File: config.mk
export PLATFORM = sky130hd
export DESIGN_NAME = nearest_upsample_scatter_core
export DESIGN_NICKNAME = d
export VERILOG_FILES = /design/src/hdl/nus_pkg.sv /design/src/hdl/nus_mul.sv /design/src/hdl/nus_pos.sv /design/src/hdl/nearest_upsample_scatter_core.sv
export SDC_FILE = /design/constraint.sdc
export NUM_CORES = 2
export LEC_CHECK = 0
export BUFFER_PORTS_ARGS = -buffer_cell sky130_fd_sc_hd__buf_4
export CAP_MARGIN = 30
export CORE_ASPECT_RATIO = 1.4
export CORE_UTILIZATION = 25
export CTS_BUF_LIST = sky130_fd_sc_hd__clkbuf_4
export CTS_CLUSTER_DIAMETER = 40
export CTS_CLUSTER_SIZE = 40
export DETAILED_ROUTE_END_ITERATION = 8
export HOLD_SLACK_MARGIN = 0.12
export PLACE_DENSITY = 0.4
export SYNTH_ARGS = -nofsm -noshare
export SYNTH_HDL_FRONTEND = slang
export SYNTH_SLANG_ARGS = --single-unit
File: constraint.sdc
create_clock -name i_clk -period 11.21 [get_ports i_clk]
set_clock_uncertainty 0.2 [all_clocks]
set_input_delay 1.6815 -clock i_clk [delete_from_list [all_inputs] [get_ports i_clk]]
set_output_delay 1.6815 -clock i_clk [all_outputs]
set_load 0.02 [all_outputs]
File: src/hdl/nus_pkg.sv
// Shared constants and register indexes for the nearest-neighbour upsampling scatter block.
package nus_pkg;

    localparam int DEF_MAX_PLANE_DIM = 1024;
    localparam int DEF_MAX_DEPTH     = 64;
    localparam int DEF_MAX_CHANNELS  = 1024;
    localparam int DEF_MAX_SCALE     = 4;

    localparam int OFF_W     = 42;
    localparam int VAL_W     = 32;
    localparam int CFG_W     = 11;
    localparam int CFG_IDX_W = 3;

    localparam logic [CFG_IDX_W-1:0] REG_IN_WIDTH      = 3'd0;
    localparam logic [CFG_IDX_W-1:0] REG_IN_HEIGHT     = 3'd1;
    localparam logic [CFG_IDX_W-1:0] REG_IN_DEPTH      = 3'd2;
    localparam logic [CFG_IDX_W-1:0] REG_CHANNEL_COUNT = 3'd3;
    localparam logic [CFG_IDX_W-1:0] REG_SCALE_X       = 3'd4;
    localparam logic [CFG_IDX_W-1:0] REG_SCALE_Y       = 3'd5;
    localparam logic [CFG_IDX_W-1:0] REG_SCALE_Z       = 3'd6;
    localparam logic [CFG_IDX_W-1:0] REG_FILL_MODE     = 3'd7;

    localparam logic FILL_REPLICATE = 1'b0;

endpackage

File: src/hdl/nus_mul.sv
// Shared multiplier with a registered, truncated product.
module nus_mul #(
    parameter int A_W = nus_pkg::OFF_W,
    parameter int B_W = 16,
    parameter int P_W = nus_pkg::OFF_W
) (
    input  logic           i_clk,
    input  logic [A_W-1:0] i_a,
    input  logic [B_W-1:0] i_b,
    output logic [P_W-1:0] o_prod
);
    logic [A_W+B_W-1:0] w_full;
    logic [P_W-1:0]     r_prod;

    assign w_full = (A_W+B_W)'(i_a) * (A_W+B_W)'(i_b);

    // Offsets wrap modulo the output width, so the high product bits are dropped.
    always_ff @(posedge i_clk) begin
        r_prod <= w_full[P_W-1:0];
    end

    assign o_prod = r_prod;
endmodule

File: src/hdl/nus_pos.sv
// Raster position counters for channel, z, y and x of the current input element.
module nus_pos #(
    parameter int MAX_PLANE_DIM = nus_pkg::DEF_MAX_PLANE_DIM,
    parameter int MAX_DEPTH     = nus_pkg::DEF_MAX_DEPTH,
    parameter int MAX_CHANNELS  = nus_pkg::DEF_MAX_CHANNELS,
    localparam int DIM_W = $clog2(MAX_PLANE_DIM + 1),
    localparam int DD_W  = $clog2(MAX_DEPTH + 1),
    localparam int CH_W  = $clog2(MAX_CHANNELS + 1),
    localparam int PX_W  = $clog2(MAX_PLANE_DIM),
    localparam int PZ_W  = (MAX_DEPTH > 1) ? $clog2(MAX_DEPTH) : 1,
    localparam int PC_W  = (MAX_CHANNELS > 1) ? $clog2(MAX_CHANNELS) : 1
) (
    input  logic            i_clk,
    input  logic            i_rst_n,
    input  logic            i_advance,
    input  logic [DIM_W-1:0] i_width,
    input  logic [DIM_W-1:0] i_height,
    input  logic [DD_W-1:0]  i_depth,
    input  logic [CH_W-1:0]  i_channels,
    output logic [PX_W-1:0]  o_pos_x,
    output logic [PX_W-1:0]  o_pos_y,
    output logic [PZ_W-1:0]  o_pos_z,
    output logic [PC_W-1:0]  o_pos_c
);
    localparam int XC_W = DIM_W + 1;
    localparam int ZC_W = ((DD_W > PZ_W) ? DD_W : PZ_W) + 1;
    localparam int CC_W = ((CH_W > PC_W) ? CH_W : PC_W) + 1;

    logic [PX_W-1:0] r_pos_x, r_pos_y, n_pos_x, n_pos_y;
    logic [PZ_W-1:0] r_pos_z, n_pos_z;
    logic [PC_W-1:0] r_pos_c, n_pos_c;
    logic            w_x_more, w_y_more, w_z_more, w_c_more;

    assign w_x_more = (XC_W'(r_pos_x) + XC_W'(1)) < XC_W'(i_width);
    assign w_y_more = (XC_W'(r_pos_y) + XC_W'(1)) < XC_W'(i_height);
    assign w_z_more = (ZC_W'(r_pos_z) + ZC_W'(1)) < ZC_W'(i_depth);
    assign w_c_more = (CC_W'(r_pos_c) + CC_W'(1)) < CC_W'(i_channels);

    // A position left beyond a newly shrunk size is used once, then wraps to zero.
    always_comb begin
        n_pos_x = r_pos_x;
        n_pos_y = r_pos_y;
        n_pos_z = r_pos_z;
        n_pos_c = r_pos_c;
        if (i_advance) begin
            priority if (w_x_more) begin
                n_pos_x = r_pos_x + PX_W'(1);
            end else if (w_y_more) begin
                n_pos_x = '0;
                n_pos_y = r_pos_y + PX_W'(1);
            end else if (w_z_more) begin
                n_pos_x = '0;
                n_pos_y = '0;
                n_pos_z = r_pos_z + PZ_W'(1);
            end else if (w_c_more) begin
                n_pos_x = '0;
                n_pos_y = '0;
                n_pos_z = '0;
                n_pos_c = r_pos_c + PC_W'(1);
            end else begin
                n_pos_x = '0;
                n_pos_y = '0;
                n_pos_z = '0;
                n_pos_c = '0;
            end
        end
    end

    always_ff @(posedge i_clk) begin
        if (!i_rst_n) begin
            r_pos_x <= '0;
            r_pos_y <= '0;
            r_pos_z <= '0;
            r_pos_c <= '0;
        end else begin
            r_pos_x <= n_pos_x;
            r_pos_y <= n_pos_y;
            r_pos_z <= n_pos_z;
            r_pos_c <= n_pos_c;
        end
    end

    assign o_pos_x = r_pos_x;
    assign o_pos_y = r_pos_y;
    assign o_pos_z = r_pos_z;
    assign o_pos_c = r_pos_c;
endmodule

File: src/hdl/nearest_upsample_scatter_core.sv
// Top level of the 3-D nearest-neighbour upsampling scatter: sequencer, write walker and config.
// Each accepted input beat is one element in channel, z, y, x raster order; the block answers
// with scale_z*scale_y*scale_x output beats (z, then y, then x) carrying the offset within the
// upsampled sample, the value (or zero away from the corner in zero-insert mode) and a flag on
// the final write of the block. After an input beat is accepted, a sequencer works through its
// setup steps one after another on one shared multiplier, working out the output sizes, the
// plane stride and the block's base offset, then emits one write per cycle while the output
// side takes them. The user must write configuration only while the block is idle; the block
// itself does not enforce this.
module nearest_upsample_scatter_core #(
    parameter int MAX_PLANE_DIM = nus_pkg::DEF_MAX_PLANE_DIM,
    parameter int MAX_DEPTH     = nus_pkg::DEF_MAX_DEPTH,
    parameter int MAX_CHANNELS  = nus_pkg::DEF_MAX_CHANNELS,
    parameter int MAX_SCALE     = nus_pkg::DEF_MAX_SCALE
) (
    input  logic                          i_clk,
    input  logic                          i_rst_n,
    input  logic                          i_cfg_we,
    input  logic [nus_pkg::CFG_IDX_W-1:0] i_cfg_index,
    input  logic [nus_pkg::CFG_W-1:0]     i_cfg_data,
    input  logic                          i_in_valid,
    output logic                          o_in_ready,
    input  logic [nus_pkg::VAL_W-1:0]     i_sample_value,
    output logic                          o_out_valid,
    input  logic                          i_out_ready,
    output logic [nus_pkg::OFF_W-1:0]     o_out_offset,
    output logic [nus_pkg::VAL_W-1:0]     o_out_value,
    output logic                          o_block_last
);
    import nus_pkg::*;

    localparam int DIM_W = $clog2(MAX_PLANE_DIM + 1);
    localparam int DD_W  = $clog2(MAX_DEPTH + 1);
    localparam int CH_W  = $clog2(MAX_CHANNELS + 1);
    localparam int SC_W  = $clog2(MAX_SCALE + 1);
    localparam int PX_W  = $clog2(MAX_PLANE_DIM);
    localparam int PZ_W  = (MAX_DEPTH > 1) ? $clog2(MAX_DEPTH) : 1;
    localparam int PC_W  = (MAX_CHANNELS > 1) ? $clog2(MAX_CHANNELS) : 1;
    localparam int OX_W  = $clog2(MAX_PLANE_DIM * MAX_SCALE + 1);
    localparam int OZ_W  = $clog2(MAX_DEPTH * MAX_SCALE + 1);
    localparam int MB_W  = (OX_W > OZ_W) ? OX_W : OZ_W;

    localparam logic [3:0] ST_OUT_X  = 4'd0;
    localparam logic [3:0] ST_OUT_Y  = 4'd1;
    localparam logic [3:0] ST_OUT_Z  = 4'd2;
    localparam logic [3:0] ST_STRIDE = 4'd3;
    localparam logic [3:0] ST_Z0     = 4'd4;
    localparam logic [3:0] ST_Y0     = 4'd5;
    localparam logic [3:0] ST_X0     = 4'd6;
    localparam logic [3:0] ST_CH     = 4'd7;
    localparam logic [3:0] ST_ADD_Z  = 4'd8;
    localparam logic [3:0] ST_MUL_Y  = 4'd9;
    localparam logic [3:0] ST_ADD_Y  = 4'd10;
    localparam logic [3:0] ST_MUL_X  = 4'd11;
    localparam logic [3:0] ST_BASE   = 4'd12;

    typedef enum logic [2:0] {
        S_IDLE  = 3'b001,
        S_SETUP = 3'b010,
        S_EMIT  = 3'b100
    } t_state;

    function automatic logic [15:0] f_eff(input logic [15:0] v, input logic [15:0] mx);
        if (v == 16'd0) begin
            return 16'd1;
        end else if (v > mx) begin
            return mx;
        end
        return v;
    endfunction

    // Configuration registers.
    logic [10:0] r_in_width, r_in_height, r_channel_count;
    logic [6:0]  r_in_depth;
    logic [2:0]  r_scale_x, r_scale_y, r_scale_z;
    logic        r_fill_mode;

    logic [DIM_W-1:0] w_w, w_h;
    logic [DD_W-1:0]  w_d;
    logic [CH_W-1:0]  w_c;
    logic [SC_W-1:0]  w_sx, w_sy, w_sz;

    logic [PX_W-1:0] w_pos_x, w_pos_y;
    logic [PZ_W-1:0] w_pos_z;
    logic [PC_W-1:0] w_pos_c;

    t_state     r_state, n_state;
    logic [3:0] r_step, n_step;

    logic [VAL_W-1:0] r_value;
    logic [OX_W-1:0]  r_out_x, r_out_y, r_y0, r_x0;
    logic [OZ_W-1:0]  r_out_z, r_z0;
    logic [OFF_W-1:0] r_stride, r_acc, r_off, r_row, r_plane;
    logic [SC_W-1:0]  r_ox, r_oy, r_oz;

    logic [OFF_W-1:0] w_mul_a, w_prod;
    logic [MB_W-1:0]  w_mul_b;

    logic             r_out_valid, n_out_valid;
    logic [OFF_W-1:0] r_out_offset;
    logic [VAL_W-1:0] r_out_value;
    logic             r_block_last;

    logic w_accept, w_load, w_x_end, w_y_end, w_z_end, w_last, w_corner;

    always_ff @(posedge i_clk) begin
        if (!i_rst_n) begin
            r_in_width      <= 11'd1;
            r_in_height     <= 11'd1;
            r_in_depth      <= 7'd1;
            r_channel_count <= 11'd1;
            r_scale_x       <= 3'd1;
            r_scale_y       <= 3'd1;
            r_scale_z       <= 3'd1;
            r_fill_mode     <= FILL_REPLICATE;
        end else if (i_cfg_we) begin
            unique case (i_cfg_index)
                REG_IN_WIDTH:      r_in_width      <= i_cfg_data;
                REG_IN_HEIGHT:     r_in_height     <= i_cfg_data;
                REG_IN_DEPTH:      r_in_depth      <= i_cfg_data[6:0];
                REG_CHANNEL_COUNT: r_channel_count <= i_cfg_data;
                REG_SCALE_X:       r_scale_x       <= i_cfg_data[2:0];
                REG_SCALE_Y:       r_scale_y       <= i_cfg_data[2:0];
                REG_SCALE_Z:       r_scale_z       <= i_cfg_data[2:0];
                REG_FILL_MODE:     r_fill_mode     <= i_cfg_data[0];
            endcase
        end
    end

    // Zero acts as one, oversized values clip at the maximum.
    assign w_w  = DIM_W'(f_eff(16'(r_in_width), 16'(MAX_PLANE_DIM)));
    assign w_h  = DIM_W'(f_eff(16'(r_in_height), 16'(MAX_PLANE_DIM)));
    assign w_d  = DD_W'(f_eff(16'(r_in_depth), 16'(MAX_DEPTH)));
    assign w_c  = CH_W'(f_eff(16'(r_channel_count), 16'(MAX_CHANNELS)));
    assign w_sx = SC_W'(f_eff(16'(r_scale_x), 16'(MAX_SCALE)));
    assign w_sy = SC_W'(f_eff(16'(r_scale_y), 16'(MAX_SCALE)));
    assign w_sz = SC_W'(f_eff(16'(r_scale_z), 16'(MAX_SCALE)));

    nus_pos #(
        .MAX_PLANE_DIM (MAX_PLANE_DIM),
        .MAX_DEPTH     (MAX_DEPTH),
        .MAX_CHANNELS  (MAX_CHANNELS)
    ) u_pos (
        .i_clk      (i_clk),
        .i_rst_n    (i_rst_n),
        .i_advance  (w_load && w_last),
        .i_width    (w_w),
        .i_height   (w_h),
        .i_depth    (w_d),
        .i_channels (w_c),
        .o_pos_x    (w_pos_x),
        .o_pos_y    (w_pos_y),
        .o_pos_z    (w_pos_z),
        .o_pos_c    (w_pos_c)
    );

    nus_mul #(
        .A_W (OFF_W),
        .B_W (MB_W),
        .P_W (OFF_W)
    ) u_mul (
        .i_clk  (i_clk),
        .i_a    (w_mul_a),
        .i_b    (w_mul_b),
        .o_prod (w_prod)
    );

    // Operands for each step; a product is written back one step after it is issued.
    always_comb begin
        w_mul_a = '0;
        w_mul_b = '0;
        unique case (r_step)
            ST_OUT_X: begin
                w_mul_a = OFF_W'(w_w);
                w_mul_b = MB_W'(w_sx);
            end
            ST_OUT_Y: begin
                w_mul_a = OFF_W'(w_h);
                w_mul_b = MB_W'(w_sy);
            end
            ST_OUT_Z: begin
                w_mul_a = OFF_W'(w_d);
                w_mul_b = MB_W'(w_sz);
            end
            ST_STRIDE: begin
                w_mul_a = OFF_W'(r_out_y);
                w_mul_b = MB_W'(r_out_x);
            end
            ST_Z0: begin
                w_mul_a = OFF_W'(w_pos_z);
                w_mul_b = MB_W'(w_sz);
            end
            ST_Y0: begin
                w_mul_a = OFF_W'(w_pos_y);
                w_mul_b = MB_W'(w_sy);
            end
            ST_X0: begin
                w_mul_a = OFF_W'(w_pos_x);
                w_mul_b = MB_W'(w_sx);
            end
            ST_CH: begin
                w_mul_a = OFF_W'(w_pos_c);
                w_mul_b = MB_W'(r_out_z);
            end
            ST_MUL_Y: begin
                w_mul_a = r_acc;
                w_mul_b = MB_W'(r_out_y);
            end
            ST_MUL_X: begin
                w_mul_a = r_acc;
                w_mul_b = MB_W'(r_out_x);
            end
            default: begin
                w_mul_a = '0;
                w_mul_b = '0;
            end
        endcase
    end

    assign w_accept = i_in_valid && (r_state == S_IDLE);
    assign w_load   = (r_state == S_EMIT) && (!r_out_valid || i_out_ready);
    assign w_x_end  = !(((SC_W+1)'(r_ox) + (SC_W+1)'(1)) < (SC_W+1)'(w_sx));
    assign w_y_end  = !(((SC_W+1)'(r_oy) + (SC_W+1)'(1)) < (SC_W+1)'(w_sy));
    assign w_z_end  = !(((SC_W+1)'(r_oz) + (SC_W+1)'(1)) < (SC_W+1)'(w_sz));
    assign w_last   = w_x_end && w_y_end && w_z_end;
    assign w_corner = (r_ox == '0) && (r_oy == '0) && (r_oz == '0);

    always_comb begin
        n_state     = r_state;
        n_step      = r_step;
        n_out_valid = r_out_valid;
        if (w_load) begin
            n_out_valid = 1'b1;
        end else if (i_out_ready) begin
            n_out_valid = 1'b0;
        end
        unique case (r_state)
            S_IDLE: begin
                n_step = ST_OUT_X;
                if (w_accept) begin
                    n_state = S_SETUP;
                end
            end
            S_SETUP: begin
                n_step = r_step + 4'd1;
                if (r_step == ST_BASE) begin
                    n_state = S_EMIT;
                end
            end
            S_EMIT: begin
                if (w_load && w_last) begin
                    n_state = S_IDLE;
                end
            end
            default: begin
                n_state = S_IDLE;
            end
        endcase
    end

    always_ff @(posedge i_clk) begin
        if (!i_rst_n) begin
            r_state     <= S_IDLE;
            r_step      <= ST_OUT_X;
            r_out_valid <= 1'b0;
        end else begin
            r_state     <= n_state;
            r_step      <= n_step;
            r_out_valid <= n_out_valid;
        end
    end

    // Datapath: setup write-backs, then the walk across the block one write per beat.
    always_ff @(posedge i_clk) begin
        if (w_accept) begin
            r_value <= i_sample_value;
        end
        if (r_state == S_SETUP) begin
            unique case (r_step)
                ST_OUT_Y:  r_out_x  <= w_prod[OX_W-1:0];
                ST_OUT_Z:  r_out_y  <= w_prod[OX_W-1:0];
                ST_STRIDE: r_out_z  <= w_prod[OZ_W-1:0];
                ST_Z0:     r_stride <= w_prod;
                ST_Y0:     r_z0     <= w_prod[OZ_W-1:0];
                ST_X0:     r_y0     <= w_prod[OX_W-1:0];
                ST_CH:     r_x0     <= w_prod[OX_W-1:0];
                ST_ADD_Z:  r_acc    <= w_prod + OFF_W'(r_z0);
                ST_ADD_Y:  r_acc    <= w_prod + OFF_W'(r_y0);
                ST_BASE: begin
                    r_off   <= w_prod + OFF_W'(r_x0);
                    r_row   <= w_prod + OFF_W'(r_x0);
                    r_plane <= w_prod + OFF_W'(r_x0);
                    r_ox    <= '0;
                    r_oy    <= '0;
                    r_oz    <= '0;
                end
                default: begin
                end
            endcase
        end
        if (w_load) begin
            r_out_offset <= r_off;
            r_out_value  <= ((r_fill_mode == FILL_REPLICATE) || w_corner) ? r_value : '0;
            r_block_last <= w_last;
            priority if (!w_x_end) begin
                r_ox  <= r_ox + SC_W'(1);
                r_off <= r_off + OFF_W'(1);
            end else if (!w_y_end) begin
                r_ox  <= '0;
                r_oy  <= r_oy + SC_W'(1);
                r_row <= r_row + OFF_W'(r_out_x);
                r_off <= r_row + OFF_W'(r_out_x);
            end else begin
                r_ox    <= '0;
                r_oy    <= '0;
                r_oz    <= r_oz + SC_W'(1);
                r_plane <= r_plane + r_stride;
                r_row   <= r_plane + r_stride;
                r_off   <= r_plane + r_stride;
            end
        end
    end

    assign o_in_ready   = (r_state == S_IDLE);
    assign o_out_valid  = r_out_valid;
    assign o_out_offset = r_out_offset;
    assign o_out_value  = r_out_value;
    assign o_block_last = r_block_last;
endmodule

# Word level (Yosys, flattened, before mapping)
# Cells that the tools add are included.
# op_classes
n_addsub,21
n_mul,1
magnitude_cmp,14
eq_ne,25
mux,77
bitwise,4
n_reduce_logical,56
# op_table
cell,count
2-to-1 mux 42 bit,14
one-hot mux 42 bit (9 select lines),1
adder 42 x 13 -> 42 bit,3
2-to-1 mux 11 bit,9
one-hot mux 42 bit (2 select lines),1
2-to-1 mux 3 bit,26
one-hot mux 13 bit (6 select lines),1
"adder 42 x 1 -> 42 bit, second input constant",1
adder 42 bit,1
adder 42 x 9 -> 42 bit,1
multiplier 42 x 13 -> 42 bit,1
less-than comparator 12 x 11 -> 1 bit,3
AND reduction 2 bit,18
"adder 10 x 1 -> 11 bit, second input constant",3
"greater-than comparator 11 bit, second input constant",3
zero test 11 bit,3
"adder 10 x 1 -> 10 bit, second input constant",3
2-to-1 mux 10 bit,3
zero test 3 bit,7
2-to-1 mux 7 bit,3
"equality test 4 bit, second input constant",5
"equality test 4 x 3 -> 1 bit, second input constant",4
2-to-1 mux 1 bit,16
"equality test 3 bit, second input constant",5
28 further kinds,63
# totals
register_bits,532
in_bits,51
output_inout_bits,77
wordCells,232

# Depth between registers and ports, before layout
# logic_depth
ltp_word,11
ltp_mapped,31
depth_no_buf,29

# Modules after synthesis
# A second synthesis with hierarchy kept.
# unflattened
hier_cells,4513
hier_area_um2,42363.1
# modules_own_cells
module,n_inst,cells_per_inst,area_each_um2,seq_area_each_um2
nearest_upsample_scatter_core,1,2435,24592.3,12151.7
nus_mul,1,1723,14939.3,840.8
nus_pos,1,355,2831.5,720.7

# Least setup slack after synthesis
# No wires, ideal clock.
# synth_path
path_type,flip-flop to flip-flop
startpoint,register r_step[0]
endpoint,register u_mul.r_prod[39] (netlist: u_mul.o_prod[39])
setup_ns,0.091
t_arrival_ns,6.962
required_ns,10.919
slack_ns,3.957
path_stages_with_launch,27
path_buffers,3
cell_sequence,dfxtp_1 > ha_1 > and3b_1 > buf_2 > clkbuf_1 > a221oi_1 > clkbuf_1 > nor2_1 > fa_1 > inv_1 > fa_1 > inv_1 > fa_1 > inv_1 > fa_1 > fa_1 > inv_1 > ha_1 > a21o_1 > a211o_1 > a2111oi_0 > o211ai_1 > nand3_1 > o2111ai_1 > a211oi_2 > nor2_1 > a311oi_1
# synth_via
elab_chain_len,4
# synth_lines
element,line,text
"start, declared",nearest_upsample_scatter_core.sv:88,"logic [3:0] r_step, n_step;"
"start signal, assigned",nearest_upsample_scatter_core.sv:268,r_step <= n_step;
equality test 4 bit (tied with other cells),nearest_upsample_scatter_core.sv:172,unique case (r_step)
OR reduction 2 bit (no line),n/a,
one-hot mux 42 bit (9 select lines) / one-hot mux 13 bit (6 select lines) (equally long branches),nearest_upsample_scatter_core.sv:172,
multiplier 42 x 13 -> 42 bit (*),nus_mul.sv:15,assign w_full = (A_W+B_W)'(i_a) * (A_W+B_W)'(i_b);
via u_mul.w_full[39],nus_mul.sv:12,logic [A_W+B_W-1:0] w_full;
"end signal, assigned",nus_mul.sv:19,r_prod <= w_full[P_W-1:0];
"end, declared",nus_mul.sv:13,logic [P_W-1:0] r_prod;
# The timed path passes the listed nets; every way through them passes the cells marked *.
# A chain may end at the register's enable or synchronous reset.

# Worst setup path in the final report
# layout_path
startpoint,register r_step[2]
endpoint,register u_mul.r_prod[40] (netlist: u_mul.o_prod[40])
# The elaborated chain is that of the path after synthesis.

==> results.tsv <==
metric	value	unit
setup_ws	2.15	ns
synth_edf_count	306	
timing.final.crit_share	0.808	
total_power	3.85	mW
hold_path.class	flop to flop	
routabilityCongestion	0.841	
slew_viol_final	0	
place_area	44900	sq um
required	11.88	ns
layout.nets	5079	
coreArea	165000	sq um
cts_hold_buf	0	
syn-num-nets	5015	
post_cts_resized	0	
fin_cells	6666	
via_per_inst	4.74	
dp_slack	2.14	ns
place_inst	6504	
initial_core_util	0.252	
dieWidth	347	microns
cts.sink_count	532	
multi_input_area	25500	sq um
layout_min_cycle_time	9.06	ns
gr-total-overflow	0	
drive_gt1_frac	0.0906	
rows	176	
reg2reg_from	r_step[2]	
path_max_fanout	27	
area_growth	11.5	%
cts_setup_buffers	0	
critical_path_class	flop to flop	
relSlewSlack	0.286	
crit_path_end_kind	flop	
rsz0062_at_grt	no	
synthArstFlopShare	0	
ys_types	99	
ys_warn_count	0	
io_buffers	127	
pin_count	128	
finalInstanceArea	46400	sq um
die_area	168000	sq um
grt_usage	0.161	
cts_tree	done	
clk_pin_slew	0.12	ns
drv_cap	0	
vias	31600	
grt_pass1_vias	33300	
wire_per_inst	20.3	microns
setup_viol	0	
r2r_slack	2.15	ns
fin_setup_tns	0	ns
netlist_instances	4390	
arrival	9.73	ns
drt-pass1-iter-count	5	
status	finished, final reports clean	
synthesis.area	41600	sq um
drtIter0Drc	1622	
worst_pin_slew	1.07	ns
clkLatencyLatePin	1.02	ns
final.fill_count	17700	
final_antenna_net_count	0	
finalWirelength	135000	microns
max_freq	110	MHz
fin_util	0.281	
dp_hpwl	106000	microns
cts_buffers	83	
ir_drop	0.0667	mV
cts-root-buf	clkbuf_4	
grt_pass1_wl	207000	microns
cp-start-kind	flop	
avgSynthCellArea	9.47	sq um
dieHeight	485	microns
clock_path_buffers	3	
powerDensity	83.0	nW/um^2
remaining_drc_errors	0	
leakage	18.2	nW
hold_viol_final	0	
cp-startpoint	r_step[2]	
antenna_found_initial	3	
grt_max_degree	85	
seqCellArea	13700	sq um
synthFlopType	edfxtp_1	
min-delay-start	r_plane[0]	
synth-seq-area-share	0.330	
finalHoldWorstSlack	0.251	ns
htreeDepth	3	
ys_ff_latch	532	
-- report_power, final --
part           switching, mW  leakage (nW)  internal [mW]
sequential            0.0145          4.52           2.07
clock                  0.904         0.755          0.700
combinational          0.101          12.9         0.0599
total                   1.02          18.2           2.83
-- state kept, by name, indices dropped and copies added (netlist names), 11 cells and up --
register	cells
r_out_x	13
r_x0	13
r_plane	42
r_y0	13
r_out_y	13
r_in_height	11
o_out_value	32
r_channel_count	11
r_stride	42
r_in_width	11
o_out_offset	42
r_acc	42
r_off	42
r_value	32
u_mul.o_prod	42
r_row	42
-- worst paths after layout --
path | to | depth (start not counted)
setup / recovery | u_mul.o_prod[40] | 26
hold / removal | r_plane[0] | 2
setup reg to reg | u_mul.o_prod[40] | 26
hold reg to reg | r_plane[0] | 2
-- worst max-delay path, stage by stage, from the launching register on --
cell and delay, ns:
dfxtp_1 0.87, nor2b_1 0.33, o21a_2 0.43, a22oi_1 0.26, o21ai_0 0.17, a221o_1 0.35, a221oi_2 0.40, nor2_1 0.11
fa_1 0.53, inv_1 0.06, fa_1 0.54, inv_1 0.05, fa_1 0.50, inv_1 0.05, fa_1 0.46, fa_1 0.55
inv_1 0.04, ha_1 0.35, a21oi_1 0.19, o21ai_0 0.25, o21ai_0 0.48, a21oi_1 0.19, o21ai_0 0.45, a211oi_1 0.26
o41ai_1 0.51, mux2i_1 0.24, nand2_1 0.07
-- per-layer routing --
layer	vias up	routed length [microns]	part of all wire	track usage
li1	15100	-	-	-
met1	15700	57500	0.43	0.197
met2	583	70000	0.52	0.295
met3	172	3850	0.029	0.0151
met4	2	3740	0.028	0.0489
met5	-	13	0.000096	0
-- cell usage after synthesis, types with 69 or more instances --
cell | number | share of area
a21o_1 | 69 | 0.012
a21oi_1 | 165 | 0.020
and2_1 | 81 | 0.012
and3_1 | 77 | 0.012
clkbuf_1 | 165 | 0.015
dfxtp_1 | 226 | 0.11
edfxtp_1 | 306 | 0.22
fa_1 | 371 | 0.18
ha_1 | 203 | 0.061
inv_1 | 431 | 0.039
nand2_1 | 610 | 0.055
nand3_1 | 142 | 0.017
nor2_1 | 334 | 0.030
o21ai_0 | 134 | 0.016
xnor2_1 | 131 | 0.028
xor2_1 | 137 | 0.029
-- cells in the final DEF (no fill, tap or decap), types with 13 or more instances in the layout --
cell and n:
a211o_1 19, nor3_1 55, o22ai_1 20, xor2_1 137, a31oi_1 29, nand2b_1 38
dfxtp_1 226, nor2_1 330, a211oi_1 26, a22oi_1 46, o21ai_1 27, or3_1 18
nand3_1 142, a21oi_1 165, xnor2_1 131, a221o_1 19, nor2b_1 39, o221ai_1 13
a21o_1 69, nand2_1 608, mux2i_1 33, o21bai_1 18, ha_1 203, clkbuf_4 90
inv_1 431, and3_1 77, nand4_1 37, o21ai_0 134, and2_1 81, or2_2 13
o211ai_1 33, nand3b_1 14, a21boi_0 53, o21a_1 26, fa_1 371, edfxtp_1 306
buf_4 181
-- layout make-up --
type                            instances  area share
Multi-Input combinational cell       3219       0.551
Sequential cell                       532       0.296
Tap cell                             2136      0.0577
Inverter                              436      0.0354
Timing Repair Buffer                  182      0.0296
Clock inverter                         65      0.0159
Clock buffer                           90      0.0146
Antenna cell                            6    0.000324
-- cells by family (layout without fill, tap and decap cells) --
group           count (synthesis)  after routing  synth area share
compound gates                813            813             0.135
xor+xnor                      269            269            0.0568
fa+ha+maj                     574            574             0.240
buf+inv                       639            773            0.0588
flops                         532            532             0.330
mux                            43             43            0.0107
other cells                     0              6                 0
simple gates                 1520           1520             0.169
Power figures use the tool's default switching activity.
